### config.mk
export PLATFORM = sky130hd
export DESIGN_NAME = bta_ctrl
export DESIGN_NICKNAME = d
export VERILOG_FILES = /design/src/hw/rtl/bta_pkg.sv /design/src/hw/rtl/bta_ctrl.sv
export SDC_FILE = /design/constraint.sdc
export NUM_CORES = 1
export LEC_CHECK = 0
export BUFFER_PORTS_ARGS = -buffer_cell sky130_fd_sc_hd__buf_4
export CORE_AREA = 2 2 39 41
export DETAILED_ROUTE_END_ITERATION = 10
export DIE_AREA = 0 0 41 43
export GPL_TIMING_DRIVEN = 0
export PLACE_DENSITY = 0.67
export SKIP_CTS_REPAIR_TIMING = 1
export SLEW_MARGIN = 10
export SYNTH_ARGS = -nofsm -noshare
export SYNTH_HDL_FRONTEND = slang
export SYNTH_SLANG_ARGS = --single-unit
### constraint.sdc
create_clock -name clk -period 2.8 [get_ports clk]
set_input_delay 0 -clock clk [delete_from_list [all_inputs] [get_ports clk]]
set_output_delay 0 -clock clk [all_outputs]
set_load 0.02 [all_outputs]
### src/hw/rtl/bta_pkg.sv
// ----------------------------------------------------------------------------
// bta_pkg
// Shared types, codes and field layout for the buddy tree allocator.
// ----------------------------------------------------------------------------
package bta_pkg;

  // Default number of tree levels the store is sized for
  localparam int BTA_MAX_LEVELS = 10;

  // Field widths of one request word and one result word
  localparam int REQ_W  = 2;
  localparam int LVL_W  = 4;
  localparam int IDX_W  = 9;
  localparam int KIND_W = 2;
  localparam int VAL_W  = 4;   // width of one stored node value
  localparam int CFG_W  = 4;   // width of the tree depth write word

  // Request tdata layout: node_level, node_index, node_kind, one pad bit
  localparam int IN_LVL_LSB  = 0;
  localparam int IN_IDX_LSB  = IN_LVL_LSB + LVL_W;
  localparam int IN_KIND_LSB = IN_IDX_LSB + IDX_W;
  localparam int IN_TDATA_W  = 16;

  // Result tdata layout: kind_read, found, found_level, found_index
  localparam int OUT_TDATA_W = KIND_W + 1 + LVL_W + IDX_W;

  // Request codes
  typedef enum logic [REQ_W-1:0] {
    REQ_SET  = 2'd0,
    REQ_GET  = 2'd1,
    REQ_FIND = 2'd2
  } req_t;

  // Node kinds
  localparam logic [KIND_W-1:0] KIND_FREE = 2'd0;
  localparam logic [KIND_W-1:0] KIND_DATA = 2'd1;
  localparam logic [KIND_W-1:0] KIND_CONT = 2'd2;

  // Where the next read goes, relative to the cursor node
  typedef enum logic [2:0] {
    AD_CUR,
    AD_SIB,
    AD_UP,
    AD_DOWN,
    AD_RIGHT,
    AD_ROOT
  } addr_sel_t;

  // Controller states
  typedef enum logic [3:0] {
    ST_CLEAR,
    ST_IDLE,
    ST_DISPATCH,
    ST_SET_CMP,
    ST_PROP_SIB,
    ST_GET_CLS,
    ST_FIND_CHK,
    ST_FIND_LEFT,
    ST_DONE
  } state_t;

  // Commands from controller to datapath
  typedef struct packed {
    logic      load;         // latch a new request word
    logic      cfg_wr;       // take a new tree depth
    logic      clr_restart;  // restart the clearing sweep
    logic      clr_wr;       // write one entry of the clearing sweep
    logic      rd_en;        // read the store
    addr_sel_t sel;          // read address relative to the cursor
    logic      move;         // cursor follows the read address
    logic      v_max;        // value becomes max(read data, value)
    logic      wr_en;        // write value at the cursor
    logic      res_get;      // capture the node kind
    logic      res_found;    // capture the cursor as the found block
    logic      out_push;     // move the result into the output register
  } cmd_t;

  // Status from datapath to controller
  typedef struct packed {
    req_t req;        // request code of the word in work
    logic node_ok;    // addressed node lies inside the tree
    logic lvl_ok;     // level lies inside the tree
    logic rd_eq_v;    // read data equals the value register
    logic lvl_zero;   // cursor is at the root
    logic lt_min;     // read data below the wanted order
    logic eq_free;    // read data marks the cursor node wholly free
    logic at_leaf;    // cursor is on the deepest level in use
    logic clr_last;   // clearing sweep on its last entry
    logic out_busy;   // output register full and not taken this cycle
  } stat_t;

endpackage

### src/hw/rtl/bta_ctrl.sv
// ----------------------------------------------------------------------------
// bta_ctrl
// Request sequencer: steps the datapath through set, get and find walks.
// ----------------------------------------------------------------------------
module bta_ctrl (
  input  logic           clk,
  input  logic           rst_n,
  input  logic           in_tvalid,
  output logic           in_tready,
  input  logic           cfg_valid,
  output logic           cfg_ready,
  input  bta_pkg::stat_t stat,
  output bta_pkg::cmd_t  cmd
);

  import bta_pkg::*;

  state_t state_r;
  state_t state_nxt;

  // State register
  always_ff @(posedge clk) begin
    if (!rst_n) begin
      state_r <= ST_CLEAR;
    end else begin
      state_r <= state_nxt;
    end
  end

  // Next state
  always_comb begin
    state_nxt = state_r;
    case (state_r)
      ST_CLEAR: begin
        if (!cfg_valid && stat.clr_last) begin
          state_nxt = ST_IDLE;
        end
      end
      ST_IDLE: begin
        if (cfg_valid) begin
          state_nxt = ST_CLEAR;
        end else if (in_tvalid) begin
          state_nxt = ST_DISPATCH;
        end
      end
      ST_DISPATCH: begin
        case (stat.req)
          REQ_SET:  state_nxt = stat.node_ok ? ST_SET_CMP : ST_DONE;
          REQ_GET:  state_nxt = ST_GET_CLS;
          REQ_FIND: state_nxt = stat.lvl_ok ? ST_FIND_CHK : ST_DONE;
          default:  state_nxt = ST_DONE;
        endcase
      end
      ST_SET_CMP: begin
        if (stat.rd_eq_v || stat.lvl_zero) begin
          state_nxt = ST_DONE;
        end else begin
          state_nxt = ST_PROP_SIB;
        end
      end
      ST_PROP_SIB: state_nxt = ST_SET_CMP;
      ST_GET_CLS:  state_nxt = ST_DONE;
      ST_FIND_CHK: begin
        if (stat.lt_min || stat.eq_free || stat.at_leaf) begin
          state_nxt = ST_DONE;
        end else begin
          state_nxt = ST_FIND_LEFT;
        end
      end
      ST_FIND_LEFT: begin
        // left child too small: try the right one
        if (stat.lt_min) begin
          state_nxt = ST_FIND_CHK;
        end else if (stat.eq_free || stat.at_leaf) begin
          state_nxt = ST_DONE;
        end else begin
          state_nxt = ST_FIND_LEFT;
        end
      end
      ST_DONE: begin
        if (!stat.out_busy) begin
          state_nxt = ST_IDLE;
        end
      end
      default: state_nxt = ST_CLEAR;
    endcase
  end

  // Outputs
  always_comb begin
    cmd       = '0;
    cmd.sel   = AD_CUR;
    in_tready = 1'b0;
    cfg_ready = 1'b0;
    case (state_r)
      ST_CLEAR: begin
        cfg_ready       = 1'b1;
        cmd.cfg_wr      = cfg_valid;
        cmd.clr_restart = cfg_valid;
        cmd.clr_wr      = 1'b1;
      end
      ST_IDLE: begin
        cfg_ready       = 1'b1;
        in_tready       = !cfg_valid;
        cmd.cfg_wr      = cfg_valid;
        cmd.clr_restart = cfg_valid;
        cmd.load        = in_tvalid && !cfg_valid;
      end
      ST_DISPATCH: begin
        case (stat.req)
          REQ_SET: begin
            cmd.rd_en = stat.node_ok;
          end
          REQ_GET: begin
            cmd.rd_en = 1'b1;
          end
          REQ_FIND: begin
            cmd.rd_en = stat.lvl_ok;
            cmd.sel   = AD_ROOT;
            cmd.move  = stat.lvl_ok;
          end
          default: cmd.rd_en = 1'b0;
        endcase
      end
      ST_SET_CMP: begin
        // write when the value changed, then fetch the sibling if not at root
        cmd.wr_en = !stat.rd_eq_v;
        cmd.rd_en = !stat.rd_eq_v && !stat.lvl_zero;
        cmd.sel   = AD_SIB;
      end
      ST_PROP_SIB: begin
        cmd.v_max = 1'b1;
        cmd.rd_en = 1'b1;
        cmd.sel   = AD_UP;
        cmd.move  = 1'b1;
      end
      ST_GET_CLS: begin
        cmd.res_get = 1'b1;
      end
      ST_FIND_CHK: begin
        cmd.res_found = !stat.lt_min && stat.eq_free;
        cmd.rd_en     = !stat.lt_min && !stat.eq_free && !stat.at_leaf;
        cmd.sel       = AD_DOWN;
        cmd.move      = cmd.rd_en;
      end
      ST_FIND_LEFT: begin
        if (stat.lt_min) begin
          cmd.rd_en = 1'b1;
          cmd.sel   = AD_RIGHT;
          cmd.move  = 1'b1;
        end else begin
          cmd.res_found = stat.eq_free;
          cmd.rd_en     = !stat.eq_free && !stat.at_leaf;
          cmd.sel       = AD_DOWN;
          cmd.move      = cmd.rd_en;
        end
      end
      ST_DONE: begin
        cmd.out_push = !stat.out_busy;
      end
      default: cmd = '0;
    endcase
  end

endmodule

---- Yosys cells after proc, flatten, opt, wreduce, memory -nomap -nowiden ----
Index checks and enable logic that the tools add are counted.
operators by class
  reductions and logical operators ........ 22
  eq/ne operators ......................... 13
  multiplexer cells ....................... 28
operator list
  operator              number
  $mux W4               11
  $pmux W4 S9           1
  $pmux W4 S5           1
  $eq A4 B3 Y1 const B  4
  $pmux W4 S3           1
  $mux W1               9
  $eq A4 B2 Y1 const B  2
  $logic_and A1 B1 Y1   7
  $logic_not A1 Y1      7
  $mux W5               1
  $eq A4 B1 Y1 const B  1
  $eq A4 B4 Y1 const B  1
  $logic_not A4 Y1      1
  $logic_or A1 B1 Y1    4
  $ne A2 B2 Y1 const B  2
  $pmux W1 S4           1
  $ne A3 B3 Y1 const B  1
  $pmux W1 S3           1
  $reduce_and A3 Y1     1
  $eq A2 B1 Y1 const B  1
  $eq A2 B2 Y1 const B  1
  $logic_not A2 Y1      1
  $mux W2               1
  $pmux W1 S2           1
  $reduce_or A2 Y1      1
word-level totals
  logic and storage cells ................. 64
  output and inout bits ................... 16
  bits in registers ....................... 4

---- Longest topological paths before layout ----
Gate-level depths: netlist (run 1).
  depth after elaboration ................. 4
  depth in mapped cells ................... 5

---- Least setup slack after synthesis (run 1) ----
OpenSTA, ideal clock, no wires.
  kind .................................... register to register
  from .................................... register state_r[3]
  to ...................................... register state_r[0]
  setup slack ............................. 0.866 ns
  cell stages (with the launch flop) ...... 6
  arrival ................................. 1.864 ns
  period minus slack after synthesis ...... 1.934 ns
  data required time ...................... 2.730 ns
  path through ............................ dfxtp_1 clkbuf_1 or2b_1 nor4_1 nor2b_1 o2bb2ai_1
on the way
  word-level cells in the longest chain between the ends .. 3
RTL lines
  item                                                           line            source
  start: declaration                                             bta_ctrl.sv:18  state_t state_r;
  start signal: assignment                                       bta_ctrl.sv:26  state_r <= state_nxt;
  $eq A4 B1 Y1 (tied with other cells)                           bta_ctrl.sv:33  case (state_r)
  $ne A3 B3 Y1 (no line) / $ne A2 B2 Y1 (equally long branches)  -
  $reduce_and A3 Y1 (no line)                                    -
Parallel ways exist; a longest one is shown, timed or not.
A chain may end at the register's enable or synchronous reset.

==> impl_results.html, run 1 <==
<table>
<tr><th>Metric</th><th>Value</th></tr>
<tr><th colspan="2">Pwr</th></tr>
<tr><td>Maximum resistive drop on vdd</td><td>0.176 mV</td></tr>
<tr><td>Proportion of power drawn by combinational gates</td><td>between 30% and 40%</td></tr>
<tr><td>P_leak</td><td>~0.37 nW</td></tr>
<tr><td>Reg power frac</td><td>31.0%</td></tr>
<tr><td>Cell Int Power</td><td>roughly 140 uW</td></tr>
<tr><td>Share of total power in the clock network</td><td>between 30% and 40%</td></tr>
<tr><td>Fraction of power spent switching nets</td><td>between 30% and 40%</td></tr>
<tr><td>Psw</td><td>about 63 uW</td></tr>
<tr><td>Power density over the cells</td><td>between 200 and 300 nW/um^2</td></tr>
<tr><th colspan="2">Setup path</th></tr>
<tr><td>Worst Setup End Kind</td><td>output pin</td></tr>
<tr><td>CP Launch Type</td><td>flop</td></tr>
<tr><td>Critical register-to-register path startpoint</td><td>state_r[0]</td></tr>
<tr><td>End of the critical path</td><td>cmd[9]</td></tr>
<tr><td>Worst endpoint required time</td><td>2.80 ns</td></tr>
<tr><td>Arrival time at the worst endpoint</td><td>1.98 ns</td></tr>
<tr><td>Reg-to-reg endpoint</td><td>state_r[0]</td></tr>
<tr><td>Critical Path Source</td><td>state_r[3]</td></tr>
<tr><td>Cell with the biggest individual delay on the critical path</td><td>sky130_fd_sc_hd__o311ai_0</td></tr>
<tr><td>Buf/Inv on CP</td><td>2</td></tr>
<tr><td>Startpoint-to-endpoint class of the critical path</td><td>reg2out</td></tr>
<tr><td>Number of cells on the critical path</td><td>6</td></tr>
<tr><td>Crit-path leading delay family</td><td>compound AO/OA/AOI/OAI gates</td></tr>
<tr><td>Register-to-Register Path Depth</td><td>4</td></tr>
<tr><td>Worst-path cell chain</td><td>clkbuf_1 -&gt; nor2b_1 -&gt; nand3b_1 -&gt; o311ai_0 -&gt; a211o_1 -&gt; buf_4</td></tr>
<tr><td>Maximum cell stage delay along the critical path</td><td>approximately 0.55 ns</td></tr>
<tr><td>Reg-to-reg setup timing slack</td><td>1.08 ns</td></tr>
<tr><td>Maximum fanout along the worst path</td><td>10</td></tr>
<tr><th colspan="2">Die</th></tr>
<tr><td>CORE AREA</td><td>1380 sq um</td></tr>
<tr><td>I/O pin count</td><td>31</td></tr>
<tr><td>DIE HEIGHT</td><td>around 43 um</td></tr>
<tr><td>Effective utilization at floorplan</td><td>between 30 and 40%</td></tr>
<tr><td>Standard-cell rows</td><td>14</td></tr>
<tr><td>Die extent in x</td><td>slightly above 40 um</td></tr>
<tr><td>Die outline area</td><td>~1800 sq um</td></tr>
<tr><th colspan="2">Yosys</th></tr>
<tr><td>FF+latch count, synth</td><td>4</td></tr>
<tr><td>Number of distinct standard cells referenced by the synthesized netlist</td><td>35</td></tr>
<tr><td>Average cell area after synthesis</td><td>6.92 sq um</td></tr>
<tr><td>Share of flip-flops with an asynchronous set or reset</td><td>0%</td></tr>
<tr><td>Synth warn</td><td>0</td></tr>
<tr><td>Syn_nets</td><td>79</td></tr>
<tr><td>Synthesized cell area</td><td>~440 sq um</td></tr>
<tr><td>Sequential area share after synthesis</td><td>between 10% and 20%</td></tr>
<tr><td>Count of flip-flops with a built-in enable after synthesis</td><td>0</td></tr>
<tr><td>Cell count after synthesis</td><td>between 60 and 70</td></tr>
<tr><td>Commonest register cell after synthesis</td><td>sky130_fd_sc_hd__dfxtp_1</td></tr>
<tr><th colspan="2">Global route</th></tr>
<tr><td>Global-route wire length before repair</td><td>slightly above 2000 um</td></tr>
<tr><td>Overall Global Routing Usage</td><td>between 10% and 20%</td></tr>
<tr><td>Initial antenna violation count</td><td>0</td></tr>
<tr><td>Via count of the first global-routing pass</td><td>approximately 510</td></tr>
<tr><td>Remaining global-route overflow</td><td>0</td></tr>
<tr><td>Largest net degree at the start of global routing</td><td>11</td></tr>
<tr><th colspan="2">Routing</th></tr>
<tr><td>Final antenna-violating net count</td><td>0</td></tr>
<tr><td>DR vias</td><td>slightly above 600</td></tr>
<tr><td>Number of vias per cell after detailed routing</td><td>approximately 5.4</td></tr>
<tr><td>Starting DRT DRC Count</td><td>19</td></tr>
<tr><td>Number of iterations in the first detailed-routing pass</td><td>6</td></tr>
<tr><td>Final routed DRC violation total</td><td>0</td></tr>
<tr><td>Routed length per placed instance</td><td>~12 um</td></tr>
<tr><td>Post-detailed-routing wire length</td><td>1340 um</td></tr>
<tr><th colspan="2">STA</th></tr>
<tr><td>Max transition margin</td><td>around 60%</td></tr>
<tr><td>Setup repair after global routing missed its margin</td><td>false</td></tr>
<tr><td>Setup_tns</td><td>0 ns</td></tr>
<tr><td>Post-route setup slack</td><td>0.822 ns</td></tr>
<tr><td>Shortest period the worst path allows</td><td>approximately 2 ns</td></tr>
<tr><td>Achievable clock frequency</td><td>506 MHz</td></tr>
<tr><td>Total setup violations reported at the end of the flow</td><td>0</td></tr>
<tr><td>Clock tree skew after final layout</td><td>roughly 0.0033 ns</td></tr>
<tr><td>Portion of the clock cycle consumed by the worst path in the final layout</td><td>between 70% and 80%</td></tr>
<tr><td>Final count of pins violating max slew</td><td>0</td></tr>
<tr><td>Slew at the pin closest to its max-slew limit</td><td>a little under 0.6 ns</td></tr>
<tr><td>Final Hold Violating Endpoints</td><td>0</td></tr>
<tr><th colspan="2">Placement</th></tr>
<tr><td>HPWL after detailed placement</td><td>approximately 1100 um</td></tr>
<tr><td>Final weighted congestion in routability-driven placement</td><td>about 0.76</td></tr>
<tr><td>Setup slack after placement</td><td>1.09 ns</td></tr>
<tr><td>Placed cell count</td><td>110</td></tr>
<tr><td>Total of buffers placed on input and output ports</td><td>30</td></tr>
<tr><th colspan="2">Finish</th></tr>
<tr><td>Fill cell instance count of the final layout</td><td>roughly 150</td></tr>
<tr><td>Register with the most flip-flops</td><td>state_r</td></tr>
<tr><td>Layout Nets</td><td>114</td></tr>
<tr><td>Largest registers in the final layout</td><td>state_r (4)</td></tr>
<tr><td>Post-route non-filler standard cell count</td><td>approximately 110</td></tr>
<tr><td>Max FFs per register</td><td>4</td></tr>
<tr><td>Number of diodes</td><td>0</td></tr>
<tr><td>Fraction of final layout cells sized beyond drive strength 1</td><td>between 30% and 40%</td></tr>
<tr><td>Synth-to-layout area growth</td><td>60.5%</td></tr>
<tr><th colspan="2">Clock network</th></tr>
<tr><td>H-Tree Depth</td><td>1</td></tr>
<tr><td>Cts bufs inserted</td><td>3</td></tr>
<tr><td>Number of clock sinks</td><td>4</td></tr>
<tr><td>Clock transition at path regs</td><td>approximately 0.04 ns</td></tr>
<tr><td>Maximum root-to-sink buffer count</td><td>2</td></tr>
<tr><td>CTS tree</td><td>built</td></tr>
<tr><td>Clock insertion delay at the later pin of the skew report</td><td>between 0.2 and 0.25 ns</td></tr>
<tr><td>Clock root cell</td><td>sky130_fd_sc_hd__clkbuf_4</td></tr>
<tr><th colspan="2">Flow run</th></tr>
<tr><td>Number of maximum-capacitance violations</td><td>0</td></tr>
<tr><th colspan="2">Worst hold path</th></tr>
<tr><td>Number of cells traversed by the worst hold path</td><td>2</td></tr>
<tr><td>Type of the worst min-delay path</td><td>in2reg</td></tr>
<tr><th colspan="2">Run status</th></tr>
<tr><td>Run status</td><td>finished, final reports clean</td></tr>
</table>
-- power by group through the flow --
stage	registers [mW]	logic [mW]	clock network, mW
finish	0.0644	0.0742	0.0692
detailed placement	0.0652	0.0735	0
floorplan	0.0638	0.0379	0
CTS	0.0643	0.0738	0.0718
global route	0.0649	0.0820	0.0783
global placement	0.0649	0.0731	0
-- through the flow --
stage / util, % / hold slack [ns] / power (mW) / cell area [sq um]
floorplan: - / 0.0798 / 0.102 / 443
global placement: 49.7 / 0.242 / 0.138 / 688
detailed placement: 49.7 / 0.246 / 0.139 / 688
CTS: 51.4 / 0.0100 / 0.210 / 711
global route: 51.4 / 0.0257 / 0.225 / 711
finish: 51.4 / 0.0133 / 0.208 / 711
-- cells by family after synthesis --
logic type	synth area share, %
simple gates	47.2
compound gates	25.7
buf+inv	9.04
flops	18.1
-- cells in the mapped netlist, drive strengths merged (3+ instances only) --
| library cell | count | share of area [%] |
|---|---|---|
| o21ai | 3 | 3.4 |
| nand2 | 5 | 4.2 |
| nor3 | 3 | 3.4 |
| nand3b | 3 | 5.1 |
| inv | 5 | 4.2 |
| nor2 | 6 | 5.1 |
| dfxtp | 4 | 18 |
| buf | 3 | 4.0 |
-- cell usage in the layout (no fill, tap or decap), types with 2 or more instances in the layout --
cell type / instances
sky130_fd_sc_hd__buf_4: 31
sky130_fd_sc_hd__nor2_1: 6
sky130_fd_sc_hd__inv_1: 5
sky130_fd_sc_hd__nand2_1: 5
sky130_fd_sc_hd__dfxtp_1: 4
sky130_fd_sc_hd__nand3b_1: 3
sky130_fd_sc_hd__o21ai_0: 3
sky130_fd_sc_hd__nor3_1: 3
sky130_fd_sc_hd__clkbuf_4: 3
sky130_fd_sc_hd__buf_2: 2
sky130_fd_sc_hd__nor4_1: 2
sky130_fd_sc_hd__nand2b_1: 2
sky130_fd_sc_hd__nor2b_1: 2
sky130_fd_sc_hd__nand3_1: 2
sky130_fd_sc_hd__and2_1: 2
sky130_fd_sc_hd__o21a_1: 2
-- metal layers --
layer / global-route usage, % / share of wire, % / up-vias
li1: - / - / 309
met1: 23.1 / 42 / 268
met2: 24.4 / 46 / 30
met3: 4.19 / 11 / 2
met4: 4.00 / 1.0 / 0
met5: 0 / 0 / -
-- worst min path at each step --
stage	start	to	slack, ns
final	rst_n	state_r[0]	0.01
after global routing	rst_n	state_r[0]	0.03
after CTS	rst_n	state_r[0]	0.01
after detailed placement	rst_n	state_r[0]	0.25
after global placement	rst_n	state_r[0]	0.24
after floorplan	stat[0]	cmd[0]	0.08
-- worst reg2reg max path, delay by kind of cell (launching register included) --
| family | cells | cell delay [ns] |
|---|---|---|
| flip-flops | 1 | 0.37 |
| AND/OR/NAND/NOR | 3 | 1.17 |
| AO/OA/AOI/OAI | 1 | 0.12 |
-- final cells by class --
type / instances / area, sq um / share of cell area, %
Inverter: 5 / 18.8 / 2.64
Multi-Input combinational cell: 51 / 323 / 45.4
Clock buffer: 3 / 22.5 / 3.17
Timing Repair Buffer: 30 / 225 / 31.7
Sequential cell: 4 / 80.1 / 11.3
Tap cell: 16 / 20.0 / 2.82
Buffer: 4 / 21.3 / 2.99
(Power assumes the default switching activity.)
==> run 2: changes to the inputs <==
--- a/config.mk
+++ b/config.mk
@@ -10,7 +10,7 @@
 export DETAILED_ROUTE_END_ITERATION = 10
 export DIE_AREA = 0 0 41 43
 export GPL_TIMING_DRIVEN = 0
-export PLACE_DENSITY = 0.67
+export PLACE_DENSITY = 0.7
 export SKIP_CTS_REPAIR_TIMING = 1
 export SLEW_MARGIN = 10
 export SYNTH_ARGS = -nofsm -noshare
==> constraint.sdc (replaced) <==
create_clock -name clk -period 1.65 [get_ports clk]
set_input_delay 0 -clock clk [delete_from_list [all_inputs] [get_ports clk]]
set_output_delay 0 -clock clk [all_outputs]
set_load 0.02 [all_outputs]
==> run 2 against run 1 <==
  * Non-clock buffer count rose by 1
  * Critical path depth fell by 2
  * Routed wire length rose by 0.82%
  * Utilization rose by 3.9 points
  * Cell area rose by 7.6%
  * The flow now finishes with violations (hold timing, setup timing)
  * Largest cell class unchanged
  * Hold slack got worse by 0.017 ns
==> impl_results.html, run 2 (synthesis gave the netlist of run 1 again) <==
<table>
<tr><th>Metric</th><th>Value</th></tr>
<tr><th colspan="2">Run status</th></tr>
<tr><td>Run status</td><td>finished, violations left</td></tr>
<tr><td>Violations in the final reports</td><td>hold timing, setup timing</td></tr>
<tr><th colspan="2">Clock network</th></tr>
<tr><td>Clock root cell</td><td>sky130_fd_sc_hd__clkbuf_4</td></tr>
<tr><td>Cts bufs inserted</td><td>3</td></tr>
<tr><td>Clock insertion delay at the later pin of the skew report</td><td>0.24 ns</td></tr>
<tr><td>Number of clock sinks</td><td>4</td></tr>
<tr><td>H-Tree Depth</td><td>1</td></tr>
<tr><td>Clock transition at path regs</td><td>about 0.040 ns</td></tr>
<tr><td>Maximum root-to-sink buffer count</td><td>2</td></tr>
<tr><td>CTS tree</td><td>built</td></tr>
<tr><th colspan="2">Placement</th></tr>
<tr><td>Setup slack after placement</td><td>-0.0638 ns</td></tr>
<tr><td>HPWL after detailed placement</td><td>slightly above 1000 um</td></tr>
<tr><td>Total of buffers placed on input and output ports</td><td>30</td></tr>
<tr><td>Placed cell count</td><td>110</td></tr>
<tr><td>Final weighted congestion in routability-driven placement</td><td>0.766</td></tr>
<tr><th colspan="2">Finish</th></tr>
<tr><td>Largest registers in the final layout</td><td>state_r (4)</td></tr>
<tr><td>Register cell area after layout</td><td>about 84 sq um</td></tr>
<tr><td>Layout Nets</td><td>115</td></tr>
<tr><td>Max FFs per register</td><td>4</td></tr>
<tr><td>Total area of multi-input combinational cells</td><td>~350 sq um</td></tr>
<tr><td>Most frequent cells in the layout</td><td>32 x sky130_fd_sc_hd__buf_4, 6 x sky130_fd_sc_hd__nor2_1, 5 x sky130_fd_sc_hd__nand2_1, 4 x sky130_fd_sc_hd__inv_1</td></tr>
<tr><td>Fraction of final layout cells sized beyond drive strength 1</td><td>approximately 47%</td></tr>
<tr><td>Most common cell after layout, fill and taps aside</td><td>sky130_fd_sc_hd__buf_4</td></tr>
<tr><td>Number of diodes</td><td>0</td></tr>
<tr><td>Register with the most flip-flops</td><td>state_r</td></tr>
<tr><td>Synth-to-layout area growth</td><td>72.6%</td></tr>
<tr><td>Post-route non-filler standard cell count</td><td>114</td></tr>
<tr><td>Fill cell instance count of the final layout</td><td>between 100 and 150</td></tr>
<tr><th colspan="2">STA</th></tr>
<tr><td>Post-route setup slack</td><td>-0.0507 ns</td></tr>
<tr><td>Clock tree skew after final layout</td><td>0.00333 ns</td></tr>
<tr><td>Final Hold Violating Endpoints</td><td>2</td></tr>
<tr><td>Slew at the pin closest to its max-slew limit</td><td>between 0.4 and 0.5 ns</td></tr>
<tr><td>Max transition margin</td><td>69.0%</td></tr>
<tr><td>Total setup violations reported at the end of the flow</td><td>4</td></tr>
<tr><td>Setup repair after global routing missed its margin</td><td>true</td></tr>
<tr><td>Achievable clock frequency</td><td>a little under 600 MHz</td></tr>
<tr><td>Smallest hold slack</td><td>-0.00336 ns</td></tr>
<tr><td>Setup_tns</td><td>-0.141 ns</td></tr>
<tr><td>Final count of pins violating max slew</td><td>0</td></tr>
<tr><td>Shortest period the worst path allows</td><td>1.70 ns</td></tr>
<tr><td>Portion of the clock cycle consumed by the worst path in the final layout</td><td>103%</td></tr>
<tr><th colspan="2">Pwr</th></tr>
<tr><td>P_leak</td><td>between 0.3 and 0.4 nW</td></tr>
<tr><td>Maximum resistive drop on vdd</td><td>roughly 0.27 mV</td></tr>
<tr><td>Power density over the cells</td><td>481 nW/um^2</td></tr>
<tr><td>Total power after layout</td><td>~370 uW</td></tr>
<tr><th colspan="2">Setup path</th></tr>
<tr><td>Buf/Inv on CP</td><td>0</td></tr>
<tr><td>Register-to-Register Path Depth</td><td>4</td></tr>
<tr><td>Startpoint-to-endpoint class of the critical path</td><td>reg2reg</td></tr>
<tr><td>Cell with the biggest individual delay on the critical path</td><td>sky130_fd_sc_hd__or4b_4</td></tr>
<tr><td>Crit-path leading delay family</td><td>simple AND/OR/NAND/NOR gates</td></tr>
<tr><td>Maximum cell stage delay along the critical path</td><td>0.58 ns</td></tr>
<tr><td>Worst endpoint required time</td><td>approximately 1.8 ns</td></tr>
<tr><td>Critical register-to-register path startpoint</td><td>state_r[0]</td></tr>
<tr><td>Reg-to-reg setup timing slack</td><td>-0.05 ns</td></tr>
<tr><td>Reg-to-reg endpoint</td><td>state_r[0]</td></tr>
<tr><td>Worst-path cell chain</td><td>or4b_4 -&gt; or3_1 -&gt; and4b_1 -&gt; o2bb2ai_1</td></tr>
<tr><td>Worst Setup End Kind</td><td>flop</td></tr>
<tr><td>CP Launch Type</td><td>flop</td></tr>
<tr><td>Arrival time at the worst endpoint</td><td>1.86 ns</td></tr>
<tr><td>Maximum fanout along the worst path</td><td>8</td></tr>
<tr><th colspan="2">Global route</th></tr>
<tr><td>Largest net degree at the start of global routing</td><td>11</td></tr>
<tr><td>Global-route wire length before repair</td><td>1900 um</td></tr>
<tr><td>Initial antenna violation count</td><td>0</td></tr>
<tr><td>Overall Global Routing Usage</td><td>about 16%</td></tr>
<tr><td>Remaining global-route overflow</td><td>0</td></tr>
<tr><td>Via count of the first global-routing pass</td><td>473</td></tr>
<tr><th colspan="2">Worst hold path</th></tr>
<tr><td>Number of cells traversed by the worst hold path</td><td>2</td></tr>
<tr><td>Launch point of the worst hold path</td><td>rst_n</td></tr>
<tr><td>Type of the worst min-delay path</td><td>in2reg</td></tr>
<tr><td>Hold Crit Endpoint</td><td>state_r[3]</td></tr>
<tr><th colspan="2">Routing</th></tr>
<tr><td>Final routed DRC violation total</td><td>0</td></tr>
<tr><td>Number of iterations in the first detailed-routing pass</td><td>4</td></tr>
<tr><td>Starting DRT DRC Count</td><td>4</td></tr>
<tr><td>Final antenna-violating net count</td><td>0</td></tr>
<tr><td>Routed length per placed instance</td><td>approximately 12 um</td></tr>
<tr><td>Number of vias per cell after detailed routing</td><td>~5.4</td></tr>
<tr><td>Post-detailed-routing wire length</td><td>1350 um</td></tr>
<tr><td>DR vias</td><td>611</td></tr>
<tr><th colspan="2">Die</th></tr>
<tr><td>Standard-cell rows</td><td>14</td></tr>
<tr><td>DIE HEIGHT</td><td>between 40 and 50 um</td></tr>
<tr><td>Die extent in x</td><td>just over 40 um</td></tr>
<tr><td>I/O pin count</td><td>31</td></tr>
<tr><td>CORE AREA</td><td>~1400 sq um</td></tr>
<tr><td>Effective utilization at floorplan</td><td>between 30 and 40%</td></tr>
<tr><td>Die outline area</td><td>between 1500 and 2000 sq um</td></tr>
<tr><th colspan="2">Flow run</th></tr>
<tr><td>Number of maximum-capacitance violations</td><td>0</td></tr>
</table>
run 2: changes by cell type in the layout (fill, tap and decap cells not counted), sizes merged:
cell	previous run	this run
buf	33	35
clkbuf	4	3
run 2: worst max-delay path by stage:
stage	startpoint	to	slack, ns	cells past startpoint
finish	state_r[0]	state_r[0]	-0.05	4
floorplan	state_r[3]	state_r[0]	0.02	5
CTS	state_r[3]	cmd[9]	-0.29	6
global route	state_r[0]	cmd[5]	-0.10	5
global placement	state_r[0]	state_r[0]	-0.04	4
detailed placement	state_r[0]	state_r[0]	-0.06	4
run 2: routing by layer:
| metal | GRT usage, % | routed length, um | up-vias |
|---|---|---|---|
| li1 | - | - | 303 |
| met1 | 19.9 | 572 | 282 |
| met2 | 24.1 | 643 | 22 |
| met3 | 2.09 | 101 | 4 |
| met4 | 12.0 | 37 | 0 |
| met5 | 0 | 0 | - |
run 2: layout make-up:
cell class              count  area share [%]
plain buffers               4            4.42
repair buffers             31            31.4
inverters                   5            2.45
well taps                  16            2.62
multi-input cells          51            45.2
clock buffers               3            2.95
flip-flops and latches      4            11.0
run 2: through the flow:
step | cell area, sq um | hold WS, ns | util, %
floorplan | 449 | 0.0611 | -
global placement | 694 | 0.243 | 50.2
detailed placement | 694 | 0.245 | 50.2
CTS | 717 | -0.000705 | 51.8
global route | 764 | 0.0160 | 55.2
finish | 764 | -0.00336 | 55.2
run 2: power by group:
part	internal [mW]	leakage [nW]	switching, mW
Combinational	0.0652	0.338	0.0646
Sequential	0.103	0.0331	0.00755
Clock	0.0817	0.0138	0.0456
